--- src/rtl/ppsu_pkg.sv ---
// Shared types, codes and helpers for the packed pixel sample unpacker.
package ppsu_pkg;

    // Depth register codes
    localparam logic [2:0] DEPTH_CODE_1  = 3'd0;
    localparam logic [2:0] DEPTH_CODE_2  = 3'd1;
    localparam logic [2:0] DEPTH_CODE_4  = 3'd2;
    localparam logic [2:0] DEPTH_CODE_8  = 3'd3;
    localparam logic [2:0] DEPTH_CODE_16 = 3'd4;

    // Log2 of the sample width in bits
    localparam logic [2:0] LG_1  = 3'd0;
    localparam logic [2:0] LG_2  = 3'd1;
    localparam logic [2:0] LG_4  = 3'd2;
    localparam logic [2:0] LG_8  = 3'd3;
    localparam logic [2:0] LG_16 = 3'd4;

    // Configuration register indexes
    localparam logic [1:0] REG_DEPTH_CODE    = 2'd0;
    localparam logic [1:0] REG_CHANNEL_COUNT = 2'd1;
    localparam logic [1:0] REG_ROW_WIDTH     = 2'd2;

    localparam int unsigned CFG_DATA_W = 13;
    localparam int unsigned CFG_ADDR_W = 2;

    localparam logic [2:0] MAX_CHANNELS = 3'd4;

    // Byte queue between front and back
    localparam int unsigned Q_DEPTH = 2;
    localparam int unsigned Q_PTR_W = 1;
    localparam int unsigned Q_CNT_W = 2;

    // Wide enough for row_width and any MAX_WIDTH up to 65536
    localparam int unsigned WIDE_CNT_W = 17;

    typedef logic [15:0] qword_t;

    typedef struct packed {
        logic [2:0]  depth_code;
        logic [2:0]  channel_count;
        logic [12:0] row_width;
    } cfg_t;

    typedef struct packed {
        logic   push;
        qword_t data;
    } q_wr_t;

    // Undefined depth codes behave as 8 bits
    function automatic logic [2:0] depth_lg(input logic [2:0] code);
        logic [2:0] lg;
        case (code)
            DEPTH_CODE_1:  lg = LG_1;
            DEPTH_CODE_2:  lg = LG_2;
            DEPTH_CODE_4:  lg = LG_4;
            DEPTH_CODE_16: lg = LG_16;
            default:       lg = LG_8;
        endcase
        return lg;
    endfunction

endpackage

--- src/rtl/packed_pixel_sample_unpacker_top.sv ---
// Top level of the packed pixel sample unpacker: configuration registers and wiring.
//
// Input channel s_*: one byte of an unfiltered PNG scanline per transaction.
// Output channel m_*: one unpacked channel sample per transaction, with its
// channel and pixel index, a flag on the last sample of each input byte and
// a flag on the last sample of the scanline. Padding bits after a row's last
// sample are dropped.
// Configuration: cfg_wr_en/cfg_addr/cfg_wdata write depth_code (0), channel_count
// (1) and row_width (2); write only while the block is idle.
// A byte accepted is written into the byte queue; its first sample then passes into the output register.
// Throughput, while the receiver does not stall: depth 8 takes one byte per cycle,
// depth 16 two bytes per sample; below 8 bits a byte yields 8/depth samples
// (fewer at a row end), one sample per cycle through the single output register.
// A two-entry byte queue separates the input side from the sample splitter, so
// input is taken while a sample waits on a stalled receiver until the queue fills.
// Reset (aresetn low, synchronous) restores depth 8, one channel, row width 1,
// clears the counters and any held high byte, and empties the queue.
module packed_pixel_sample_unpacker_top #(
    parameter int MAX_WIDTH = 4096
) (
    input  logic                                aclk,
    input  logic                                aresetn,
    input  logic                                cfg_wr_en,
    input  logic [ppsu_pkg::CFG_ADDR_W-1:0]     cfg_addr,
    input  logic [ppsu_pkg::CFG_DATA_W-1:0]     cfg_wdata,
    input  logic                                s_valid,
    output logic                                s_ready,
    input  logic [7:0]                          s_row_byte,
    output logic                                m_valid,
    input  logic                                m_ready,
    output logic [15:0]                         m_sample,
    output logic [1:0]                          m_channel_index,
    output logic [11:0]                         m_pixel_index,
    output logic                                m_last_of_byte,
    output logic                                m_row_end
);

    ppsu_pkg::cfg_t   cfg_reg;
    ppsu_pkg::cfg_t   cfg_next;
    ppsu_pkg::q_wr_t  q_wr;
    logic             q_full;
    logic             q_valid;
    logic             q_pop;
    ppsu_pkg::qword_t q_head;

    always_comb begin
        cfg_next = cfg_reg;
        if (cfg_wr_en) begin
            case (cfg_addr)
                ppsu_pkg::REG_DEPTH_CODE:    cfg_next.depth_code    = cfg_wdata[2:0];
                ppsu_pkg::REG_CHANNEL_COUNT: cfg_next.channel_count = cfg_wdata[2:0];
                ppsu_pkg::REG_ROW_WIDTH:     cfg_next.row_width     = cfg_wdata[12:0];
                default:                     cfg_next = cfg_reg;
            endcase
        end
    end

    always_ff @(posedge aclk) begin
        if (!aresetn) begin
            cfg_reg.depth_code    <= ppsu_pkg::DEPTH_CODE_8;
            cfg_reg.channel_count <= 3'd1;
            cfg_reg.row_width     <= 13'd1;
        end else begin
            cfg_reg <= cfg_next;
        end
    end

    ppsu_front u_front (
        .aclk       (aclk),
        .aresetn    (aresetn),
        .cfg        (cfg_reg),
        .s_valid    (s_valid),
        .s_ready    (s_ready),
        .s_row_byte (s_row_byte),
        .q_full     (q_full),
        .q_wr       (q_wr)
    );

    ppsu_fifo u_fifo (
        .aclk    (aclk),
        .aresetn (aresetn),
        .q_wr    (q_wr),
        .q_pop   (q_pop),
        .q_full  (q_full),
        .q_valid (q_valid),
        .q_head  (q_head)
    );

    ppsu_back #(
        .MAX_WIDTH (MAX_WIDTH)
    ) u_back (
        .aclk            (aclk),
        .aresetn         (aresetn),
        .cfg             (cfg_reg),
        .q_valid         (q_valid),
        .q_head          (q_head),
        .q_pop           (q_pop),
        .m_valid         (m_valid),
        .m_ready         (m_ready),
        .m_sample        (m_sample),
        .m_channel_index (m_channel_index),
        .m_pixel_index   (m_pixel_index),
        .m_last_of_byte  (m_last_of_byte),
        .m_row_end       (m_row_end)
    );

endmodule

--- src/rtl/ppsu_front.sv ---
// Front end: accepts scanline bytes, pairs 16-bit halves and feeds the byte queue.
module ppsu_front (
    input  logic                aclk,
    input  logic                aresetn,
    input  ppsu_pkg::cfg_t      cfg,
    input  logic                s_valid,
    output logic                s_ready,
    input  logic [7:0]          s_row_byte,
    input  logic                q_full,
    output ppsu_pkg::q_wr_t     q_wr
);

    logic       wide;
    logic       accept;
    logic [7:0] hold_reg;
    logic [7:0] hold_next;
    logic       wide_phase_reg;
    logic       wide_phase_next;

    assign wide    = (ppsu_pkg::depth_lg(cfg.depth_code) == ppsu_pkg::LG_16);
    assign s_ready = !q_full;
    assign accept  = s_valid && s_ready;

    always_comb begin
        hold_next       = hold_reg;
        wide_phase_next = wide_phase_reg;
        q_wr.push       = 1'b0;
        q_wr.data       = {8'h00, s_row_byte};
        if (accept) begin
            if (wide) begin
                if (!wide_phase_reg) begin
                    // hold the high byte until its partner arrives
                    hold_next       = s_row_byte;
                    wide_phase_next = 1'b1;
                end else begin
                    wide_phase_next = 1'b0;
                    q_wr.push       = 1'b1;
                    q_wr.data       = {hold_reg, s_row_byte};
                end
            end else begin
                // drop any pending high byte
                wide_phase_next = 1'b0;
                q_wr.push       = 1'b1;
            end
        end
    end

    always_ff @(posedge aclk) begin
        if (!aresetn) begin
            hold_reg       <= 8'h00;
            wide_phase_reg <= 1'b0;
        end else begin
            hold_reg       <= hold_next;
            wide_phase_reg <= wide_phase_next;
        end
    end

endmodule

--- src/rtl/ppsu_fifo.sv ---
// Short queue of bytes and 16-bit byte pairs between front and back.
module ppsu_fifo (
    input  logic                aclk,
    input  logic                aresetn,
    input  ppsu_pkg::q_wr_t     q_wr,
    input  logic                q_pop,
    output logic                q_full,
    output logic                q_valid,
    output ppsu_pkg::qword_t    q_head
);

    ppsu_pkg::qword_t                mem_reg [ppsu_pkg::Q_DEPTH];
    logic [ppsu_pkg::Q_PTR_W-1:0]    wr_ptr_reg;
    logic [ppsu_pkg::Q_PTR_W-1:0]    wr_ptr_next;
    logic [ppsu_pkg::Q_PTR_W-1:0]    rd_ptr_reg;
    logic [ppsu_pkg::Q_PTR_W-1:0]    rd_ptr_next;
    logic [ppsu_pkg::Q_CNT_W-1:0]    count_reg;
    logic [ppsu_pkg::Q_CNT_W-1:0]    count_next;
    logic                            do_push;
    logic                            do_pop;

    assign q_full  = (count_reg == ppsu_pkg::Q_CNT_W'(ppsu_pkg::Q_DEPTH));
    assign q_valid = (count_reg != '0);
    assign q_head  = mem_reg[rd_ptr_reg];
    assign do_push = q_wr.push && !q_full;
    assign do_pop  = q_pop && q_valid;

    always_comb begin
        wr_ptr_next = do_push ? wr_ptr_reg + 1'b1 : wr_ptr_reg;
        rd_ptr_next = do_pop ? rd_ptr_reg + 1'b1 : rd_ptr_reg;
        count_next  = count_reg;
        if (do_push && !do_pop) begin
            count_next = count_reg + 1'b1;
        end else if (do_pop && !do_push) begin
            count_next = count_reg - 1'b1;
        end
    end

    always_ff @(posedge aclk) begin
        if (!aresetn) begin
            wr_ptr_reg <= '0;
            rd_ptr_reg <= '0;
            count_reg  <= '0;
        end else begin
            wr_ptr_reg <= wr_ptr_next;
            rd_ptr_reg <= rd_ptr_next;
            count_reg  <= count_next;
        end
    end

    always_ff @(posedge aclk) begin
        if (do_push) begin
            mem_reg[wr_ptr_reg] <= q_wr.data;
        end
    end

endmodule

--- src/rtl/ppsu_back.sv ---
// Back end: splits queued bytes into samples, tags them and drives the output register.
module ppsu_back #(
    parameter int MAX_WIDTH = 4096
) (
    input  logic                aclk,
    input  logic                aresetn,
    input  ppsu_pkg::cfg_t      cfg,
    input  logic                q_valid,
    input  ppsu_pkg::qword_t    q_head,
    output logic                q_pop,
    output logic                m_valid,
    input  logic                m_ready,
    output logic [15:0]         m_sample,
    output logic [1:0]          m_channel_index,
    output logic [11:0]         m_pixel_index,
    output logic                m_last_of_byte,
    output logic                m_row_end
);

    localparam int PIX_W = (MAX_WIDTH > 1) ? $clog2(MAX_WIDTH) : 1;
    localparam int CW    = ppsu_pkg::WIDE_CNT_W;

    logic [2:0]       lg;
    logic [2:0]       k_max;
    logic [2:0]       shamt;
    logic [7:0]       shifted;
    logic [15:0]      sample_c;
    logic [2:0]       eff_ch;
    logic [CW-1:0]    eff_w;
    logic [CW-1:0]    pix_ext;
    logic             ch_last;
    logic             pix_last;
    logic             row_end_c;
    logic             emit;

    logic [2:0]       k_reg;
    logic [2:0]       k_next;
    logic [1:0]       ch_reg;
    logic [1:0]       ch_next;
    logic [PIX_W-1:0] pix_reg;
    logic [PIX_W-1:0] pix_next;

    logic             m_valid_reg;
    logic             m_valid_next;
    logic [15:0]      m_sample_reg;
    logic [1:0]       m_channel_index_reg;
    logic [11:0]      m_pixel_index_reg;
    logic             m_last_of_byte_reg;
    logic             m_row_end_reg;

    assign lg = ppsu_pkg::depth_lg(cfg.depth_code);

    always_comb begin
        case (lg)
            ppsu_pkg::LG_1: begin
                k_max = 3'd7;
                shamt = k_reg;
            end
            ppsu_pkg::LG_2: begin
                k_max = 3'd3;
                shamt = {k_reg[1:0], 1'b0};
            end
            ppsu_pkg::LG_4: begin
                k_max = 3'd1;
                shamt = {k_reg[0], 2'b00};
            end
            default: begin
                k_max = 3'd0;
                shamt = 3'd0;
            end
        endcase
    end

    assign shifted = q_head[7:0] << shamt;

    always_comb begin
        case (lg)
            ppsu_pkg::LG_1:  sample_c = {15'd0, shifted[7]};
            ppsu_pkg::LG_2:  sample_c = {14'd0, shifted[7:6]};
            ppsu_pkg::LG_4:  sample_c = {12'd0, shifted[7:4]};
            ppsu_pkg::LG_16: sample_c = q_head;
            default:         sample_c = {8'd0, q_head[7:0]};
        endcase
    end

    // Clamp channel count and row width into their legal ranges
    always_comb begin
        if (cfg.channel_count == 3'd0) begin
            eff_ch = 3'd1;
        end else if (cfg.channel_count > ppsu_pkg::MAX_CHANNELS) begin
            eff_ch = ppsu_pkg::MAX_CHANNELS;
        end else begin
            eff_ch = cfg.channel_count;
        end
        if (cfg.row_width == 13'd0) begin
            eff_w = CW'(1);
        end else if (CW'(cfg.row_width) > CW'(MAX_WIDTH)) begin
            eff_w = CW'(MAX_WIDTH);
        end else begin
            eff_w = CW'(cfg.row_width);
        end
    end

    assign pix_ext   = CW'(pix_reg);
    assign ch_last   = ({1'b0, ch_reg} + 3'd1) >= eff_ch;
    assign pix_last  = (pix_ext + CW'(1)) >= eff_w;
    assign row_end_c = ch_last && pix_last;

    assign emit  = q_valid && (!m_valid_reg || m_ready);
    assign q_pop = emit && ((k_reg == k_max) || row_end_c);

    always_comb begin
        k_next       = k_reg;
        ch_next      = ch_reg;
        pix_next     = pix_reg;
        m_valid_next = m_valid_reg;
        if (m_ready) begin
            m_valid_next = 1'b0;
        end
        if (emit) begin
            m_valid_next = 1'b1;
            // advance within the byte, or restart on the next one
            k_next = q_pop ? 3'd0 : k_reg + 3'd1;
            if (ch_last) begin
                ch_next  = 2'd0;
                pix_next = pix_last ? '0 : PIX_W'(pix_ext + CW'(1));
            end else begin
                ch_next = ch_reg + 2'd1;
            end
        end
    end

    always_ff @(posedge aclk) begin
        if (!aresetn) begin
            k_reg       <= 3'd0;
            ch_reg      <= 2'd0;
            pix_reg     <= '0;
            m_valid_reg <= 1'b0;
        end else begin
            k_reg       <= k_next;
            ch_reg      <= ch_next;
            pix_reg     <= pix_next;
            m_valid_reg <= m_valid_next;
        end
    end

    always_ff @(posedge aclk) begin
        if (emit) begin
            m_sample_reg        <= sample_c;
            m_channel_index_reg <= ch_reg;
            m_pixel_index_reg   <= pix_ext[11:0];
            m_last_of_byte_reg  <= q_pop;
            m_row_end_reg       <= row_end_c;
        end
    end

    assign m_valid         = m_valid_reg;
    assign m_sample        = m_sample_reg;
    assign m_channel_index = m_channel_index_reg;
    assign m_pixel_index   = m_pixel_index_reg;
    assign m_last_of_byte  = m_last_of_byte_reg;
    assign m_row_end       = m_row_end_reg;

    a_row_end_restarts: assert property (@(posedge aclk) disable iff (!aresetn)
        emit && row_end_c |=> (pix_reg == '0) && (ch_reg == 2'd0))
        else $error("counters not cleared after row end");

    a_k_in_range: assert property (@(posedge aclk) disable iff (!aresetn)
        q_valid |-> (k_reg <= k_max))
        else $error("sample index past end of byte");

    a_k_advances: assert property (@(posedge aclk) disable iff (!aresetn)
        emit && !q_pop |=> (k_reg == $past(k_reg) + 3'd1))
        else $error("sample index did not advance within byte");

    a_pop_marks_last: assert property (@(posedge aclk) disable iff (!aresetn)
        emit |=> m_valid && (m_last_of_byte == $past(q_pop)))
        else $error("last_of_byte does not match queue pop");

endmodule

--- config.mk ---
export PLATFORM = sky130hd
export DESIGN_NAME = packed_pixel_sample_unpacker_top
export DESIGN_NICKNAME = d
export VERILOG_FILES = /design/src/rtl/ppsu_pkg.sv /design/src/rtl/packed_pixel_sample_unpacker_top.sv /design/src/rtl/ppsu_front.sv /design/src/rtl/ppsu_fifo.sv /design/src/rtl/ppsu_back.sv
export SDC_FILE = /design/constraint.sdc
export NUM_CORES = 1
export LEC_CHECK = 0
export BUFFER_PORTS_ARGS = -buffer_cell sky130_fd_sc_hd__buf_2
export CORE_ASPECT_RATIO = 0.75
export CORE_MARGIN = 1.5
export CORE_UTILIZATION = 53
export CTS_CLUSTER_DIAMETER = 80
export DETAILED_ROUTE_END_ITERATION = 8
export GPL_ROUTABILITY_DRIVEN = 0
export GPL_TIMING_DRIVEN = 0
export HOLD_SLACK_MARGIN = 0.05
export PLACE_DENSITY = 0.76
export SLEW_MARGIN = 20
export SYNTH_ARGS = -nofsm -noshare
export SYNTH_HDL_FRONTEND = slang
export SYNTH_SLANG_ARGS = --single-unit
export TNS_END_PERCENT = 100
--- constraint.sdc ---
create_clock -name aclk -period 3.9 [get_ports aclk]
set_clock_uncertainty 0.1 [all_clocks]
set_input_delay 0 -clock aclk [delete_from_list [all_inputs] [get_ports aclk]]
set_output_delay 0 -clock aclk [all_outputs]
set_load 0.02 [all_outputs]
==> results.md <==
- P_int: 3.005 mW
- Worst setup startpoint: u_back.pix_reg[0]
- Max-slew violation count: 0
- Syn Inst Count: 505
- CP required: 4.14 ns
- Psw: 1.354 mW
- Residual DRC: 0
- Worst vdd ir: 0.4348 mV
- Clk sink count: 115
- DRT Wirelength: 13.10 mm
- Critical Path, Cell by Cell: ha_2 > nand3_2 > nor2_2 > and3_1 > nand3_1 > xnor2_1 > ha_1 > a21o_1 > a31oi_1 > a21boi_4 > or3_1 > o22ai_4 > inv_1 > ha_1 > or3_1 > a21oi_1
- Final-stage net count: 673
- FF-to-FF Start: u_back.pix_reg[0]
- Wire length of the first global-routing pass: 20.89 mm
- Tot GR Track Use: 25.09%
- Share of cells above drive strength 1: 20.09%
- Initial Util: 55.23%
- Worst setup SP type: flop
- Layout fillers: 711
- Number of flops mapped to enable cells by yosys: 64
- Mapped cell area: 5420 sq um
- Crit path max-delay cell type: dfxtp_4
- Hold Path Depth: 2
- Die Ht: 90.58 um
- Static Leak: 2.756 nW
- Sequential area share after synthesis: 54.29%
- Comb pwr share: 25.5%
- Die X: 119.8 um
- DR pass1 iterations: 5
- Total CTS buffers: 17
- Routed len/inst: 17.03 um
- Max reg flops: 32
- Vias: 4,391
- H-Tree Depth: 4
- Routed Antenna Nets: 0
- R2R setup slack: 0.18 ns
- Clock Latency Late Sink: 0.41 ns
- Maxcap violations: 0
- Syn nets: 554
- Syn avg cell area: 10.73 sq um
- Pre-CTS setup slack: -0.5745 ns
- CTS tree: yes
- Final hold violations: 0
- Worst-path clk slew: 0.05 ns
- Row cnt: 31
- Yosys top cell area share: 35.46%
- Slack of the critical path: 0.1753 ns
- Maximum number of pins on one net before global-route repair: 37
- Final setup fails: 0
- Yosys warnings: 0
- PortBufs: 60
- Async S/R FF share, synth: 0%
- Crit path DAT: 3.97 ns
- #FFs+latches synth: 115
- Initial DRC Count: 295
- R2R cell count: 16
- Max FO, Critical Path: 7
- Unique masters post-synth: 51
- Hpwl dp: 8.538 mm
- Share of power burned in registers: 37.5%
- Final Cycle Share: 95.51%
- HP Class: in2reg
- Die ar.: 10,850 sq um
- GR Overflow Total: 0
- Pwr dens: 629.8 nW/um^2
- Number of global-route vias before repair: 4,178
- Fmax: 0.2685 GHz
- Core area: 9813 sq um
- Synth Flop Type: edfxtp_1
- Clock root buffer: clkbuf_16
- Crit path max-delay family: simple AND/OR/NAND/NOR gates
- Worst-Margin Slew: 0.8406 ns
- Worst Path Buf+Inv: 1
- Routed vias/inst: 5.710
- Sw Share: 31.06%
- Largest buffer count on any clock path: 2
- GR peak layer: met2
- Largest area contributor in the netlist: edfxtp_1
- GRT met3 Usage: 6.187%
- Crit-path max cell delay: 0.39 ns
- FF-to-FF End: u_fifo.count_reg[1]
- Global Route met2 Usage: 38.46%
- Top post-synthesis cells by area: edfxtp_1 35%, dfxtp_1 19%, mux2i_1 6.1%
- WS Path Type: reg2reg
- ANT cells: 0
- Core Util, Final: 70.53%
- Status: complete, no violations
- Crit end category: flop
- Antenna violations before repair: 0
- Hold Path Sink: u_fifo.mem_reg[1][2]
- Clk pwr share: 37.0%
- # IOs: 62
- Min cycle time layout: 3.725 ns
- GR Layer Usage met1: 35.41%
- Slew HR: 43.96%
- Area growth syn-to-layout: 27.70%
- Hold_sp: s_row_byte[2]
-- power groups by stage --
stage | sequential, mW | clock [mW] | combinational (mW)
floorplan | 1.81 | 0 | 0.552
global placement | 1.65 | 0 | 0.993
detailed placement | 1.65 | 0 | 1.03
CTS | 1.63 | 1.62 | 1.07
global route | 1.66 | 1.68 | 1.19
finish | 1.64 | 1.61 | 1.11
-- layout by cell type, fill, tap and decap left out, types with 4 or more instances in the layout --
| cell type | n |
|---|---|
| nand2_1 | 78 |
| buf_2 | 66 |
| edfxtp_1 | 64 |
| dfxtp_1 | 49 |
| nor2_1 | 45 |
| dlygate4sd3_1 | 34 |
| mux2i_1 | 33 |
| a21oi_1 | 25 |
| ha_1 | 20 |
| nand3_1 | 17 |
| clkbuf_16 | 17 |
| clkbuf_1 | 15 |
| o2111ai_1 | 15 |
| o21ai_0 | 13 |
| and2_1 | 10 |
| inv_1 | 9 |
| nand2b_1 | 8 |
| nor3_1 | 8 |
| buf_4 | 7 |
| xnor2_1 | 7 |
| o211ai_1 | 7 |
| or3_1 | 5 |
| a21o_1 | 5 |
| nand3b_1 | 5 |
| nor2b_1 | 4 |
| or2_2 | 4 |
| mux2_2 | 4 |
| xor2_1 | 4 |
| clkinv_1 | 4 |
| clkinvlp_4 | 4 |
| bufinv_16 | 4 |
-- metal layers --
metal | part of all wire (%) | vias to the layer above | routed length (um)
met3 | 7.0 | 20 | 922
met5 | 0 | - | 0
li1 | - | 2086 | -
met4 | 1.3 | 0 | 168
met1 | 46 | 2107 | 6071
met2 | 45 | 178 | 5932
-- area by class of cell --
| cell class | count | area [sq um] | share of cell area, % |
|---|---|---|---|
| inverters | 11 | 41.29 | 0.5965 |
| plain buffers | 23 | 97.59 | 1.410 |
| clock buffers | 17 | 425.4 | 6.146 |
| well taps | 132 | 165.2 | 2.386 |
| repair buffers | 100 | 685.7 | 9.906 |
| flip-flops and latches | 115 | 2948 | 42.59 |
| clock inverters | 15 | 188.9 | 2.730 |
| multi-input cells | 356 | 2370 | 34.24 |
-- how the worst max path moves through the flow --
stage                     endpoint  slack (ns)  cells past startpoint
6_report       u_fifo.count_reg[1]        0.18                     16
5_1_grt        u_fifo.count_reg[1]       -0.03                     16
4_1_cts        u_fifo.count_reg[1]        0.08                     16
3_5_place_dp   u_fifo.count_reg[1]       -0.57                     16
3_3_place_gp   u_fifo.count_reg[1]       -0.40                     16
2_1_floorplan  u_fifo.count_reg[1]        0.18                     16
-- cells by family after synthesis --
logic type,Yosys count,share of synthesized area (%)
multiplexers,41,8.726
AND/OR/NAND/NOR,201,17.38
AO/OA/AOI/OAI,82,10.41
buffers and inverters,34,2.562
flip-flops,115,54.29
XOR/XNOR,11,1.777
adder cells (fa/ha/maj),21,4.848
-- Yosys cell counts, types with 13 or more instances --
| cell type | n |
|---|---|
| clkbuf_1 | 15 |
| nor2_1 | 46 |
| nand3_1 | 18 |
| nand2_1 | 78 |
| edfxtp_1 | 64 |
| o2111ai_1 | 15 |
| o21ai_0 | 13 |
| a21oi_1 | 25 |
| mux2i_1 | 33 |
| ha_1 | 21 |
| dfxtp_1 | 51 |
-- metrics by stage --
stage	cells	hold WS, ns	instance area [sq um]	power (mW)	TNS (ns)
2_1_floorplan	505	-0.001131	5420	2.363	0
3_5_place_dp	698	0.1145	5898	2.681	-1.678
3_3_place_gp	697	0.1130	5886	2.645	-0.5963
4_1_cts	766	0.2281	6883	4.324	0
6_report	769	0.2333	6922	4.359	0
5_1_grt	769	0.2288	6922	4.526	-0.02672
-- what timing repair did --
action,4_1_cts,5_1_grt
endpoints found under the setup margin,12,2
hold buffers,34,0
gates resized for setup,4,5
setup buffers,2,3
endpoints found under the hold margin,56,0
pin swaps,1,2
(Power assumes the default switching activity.)
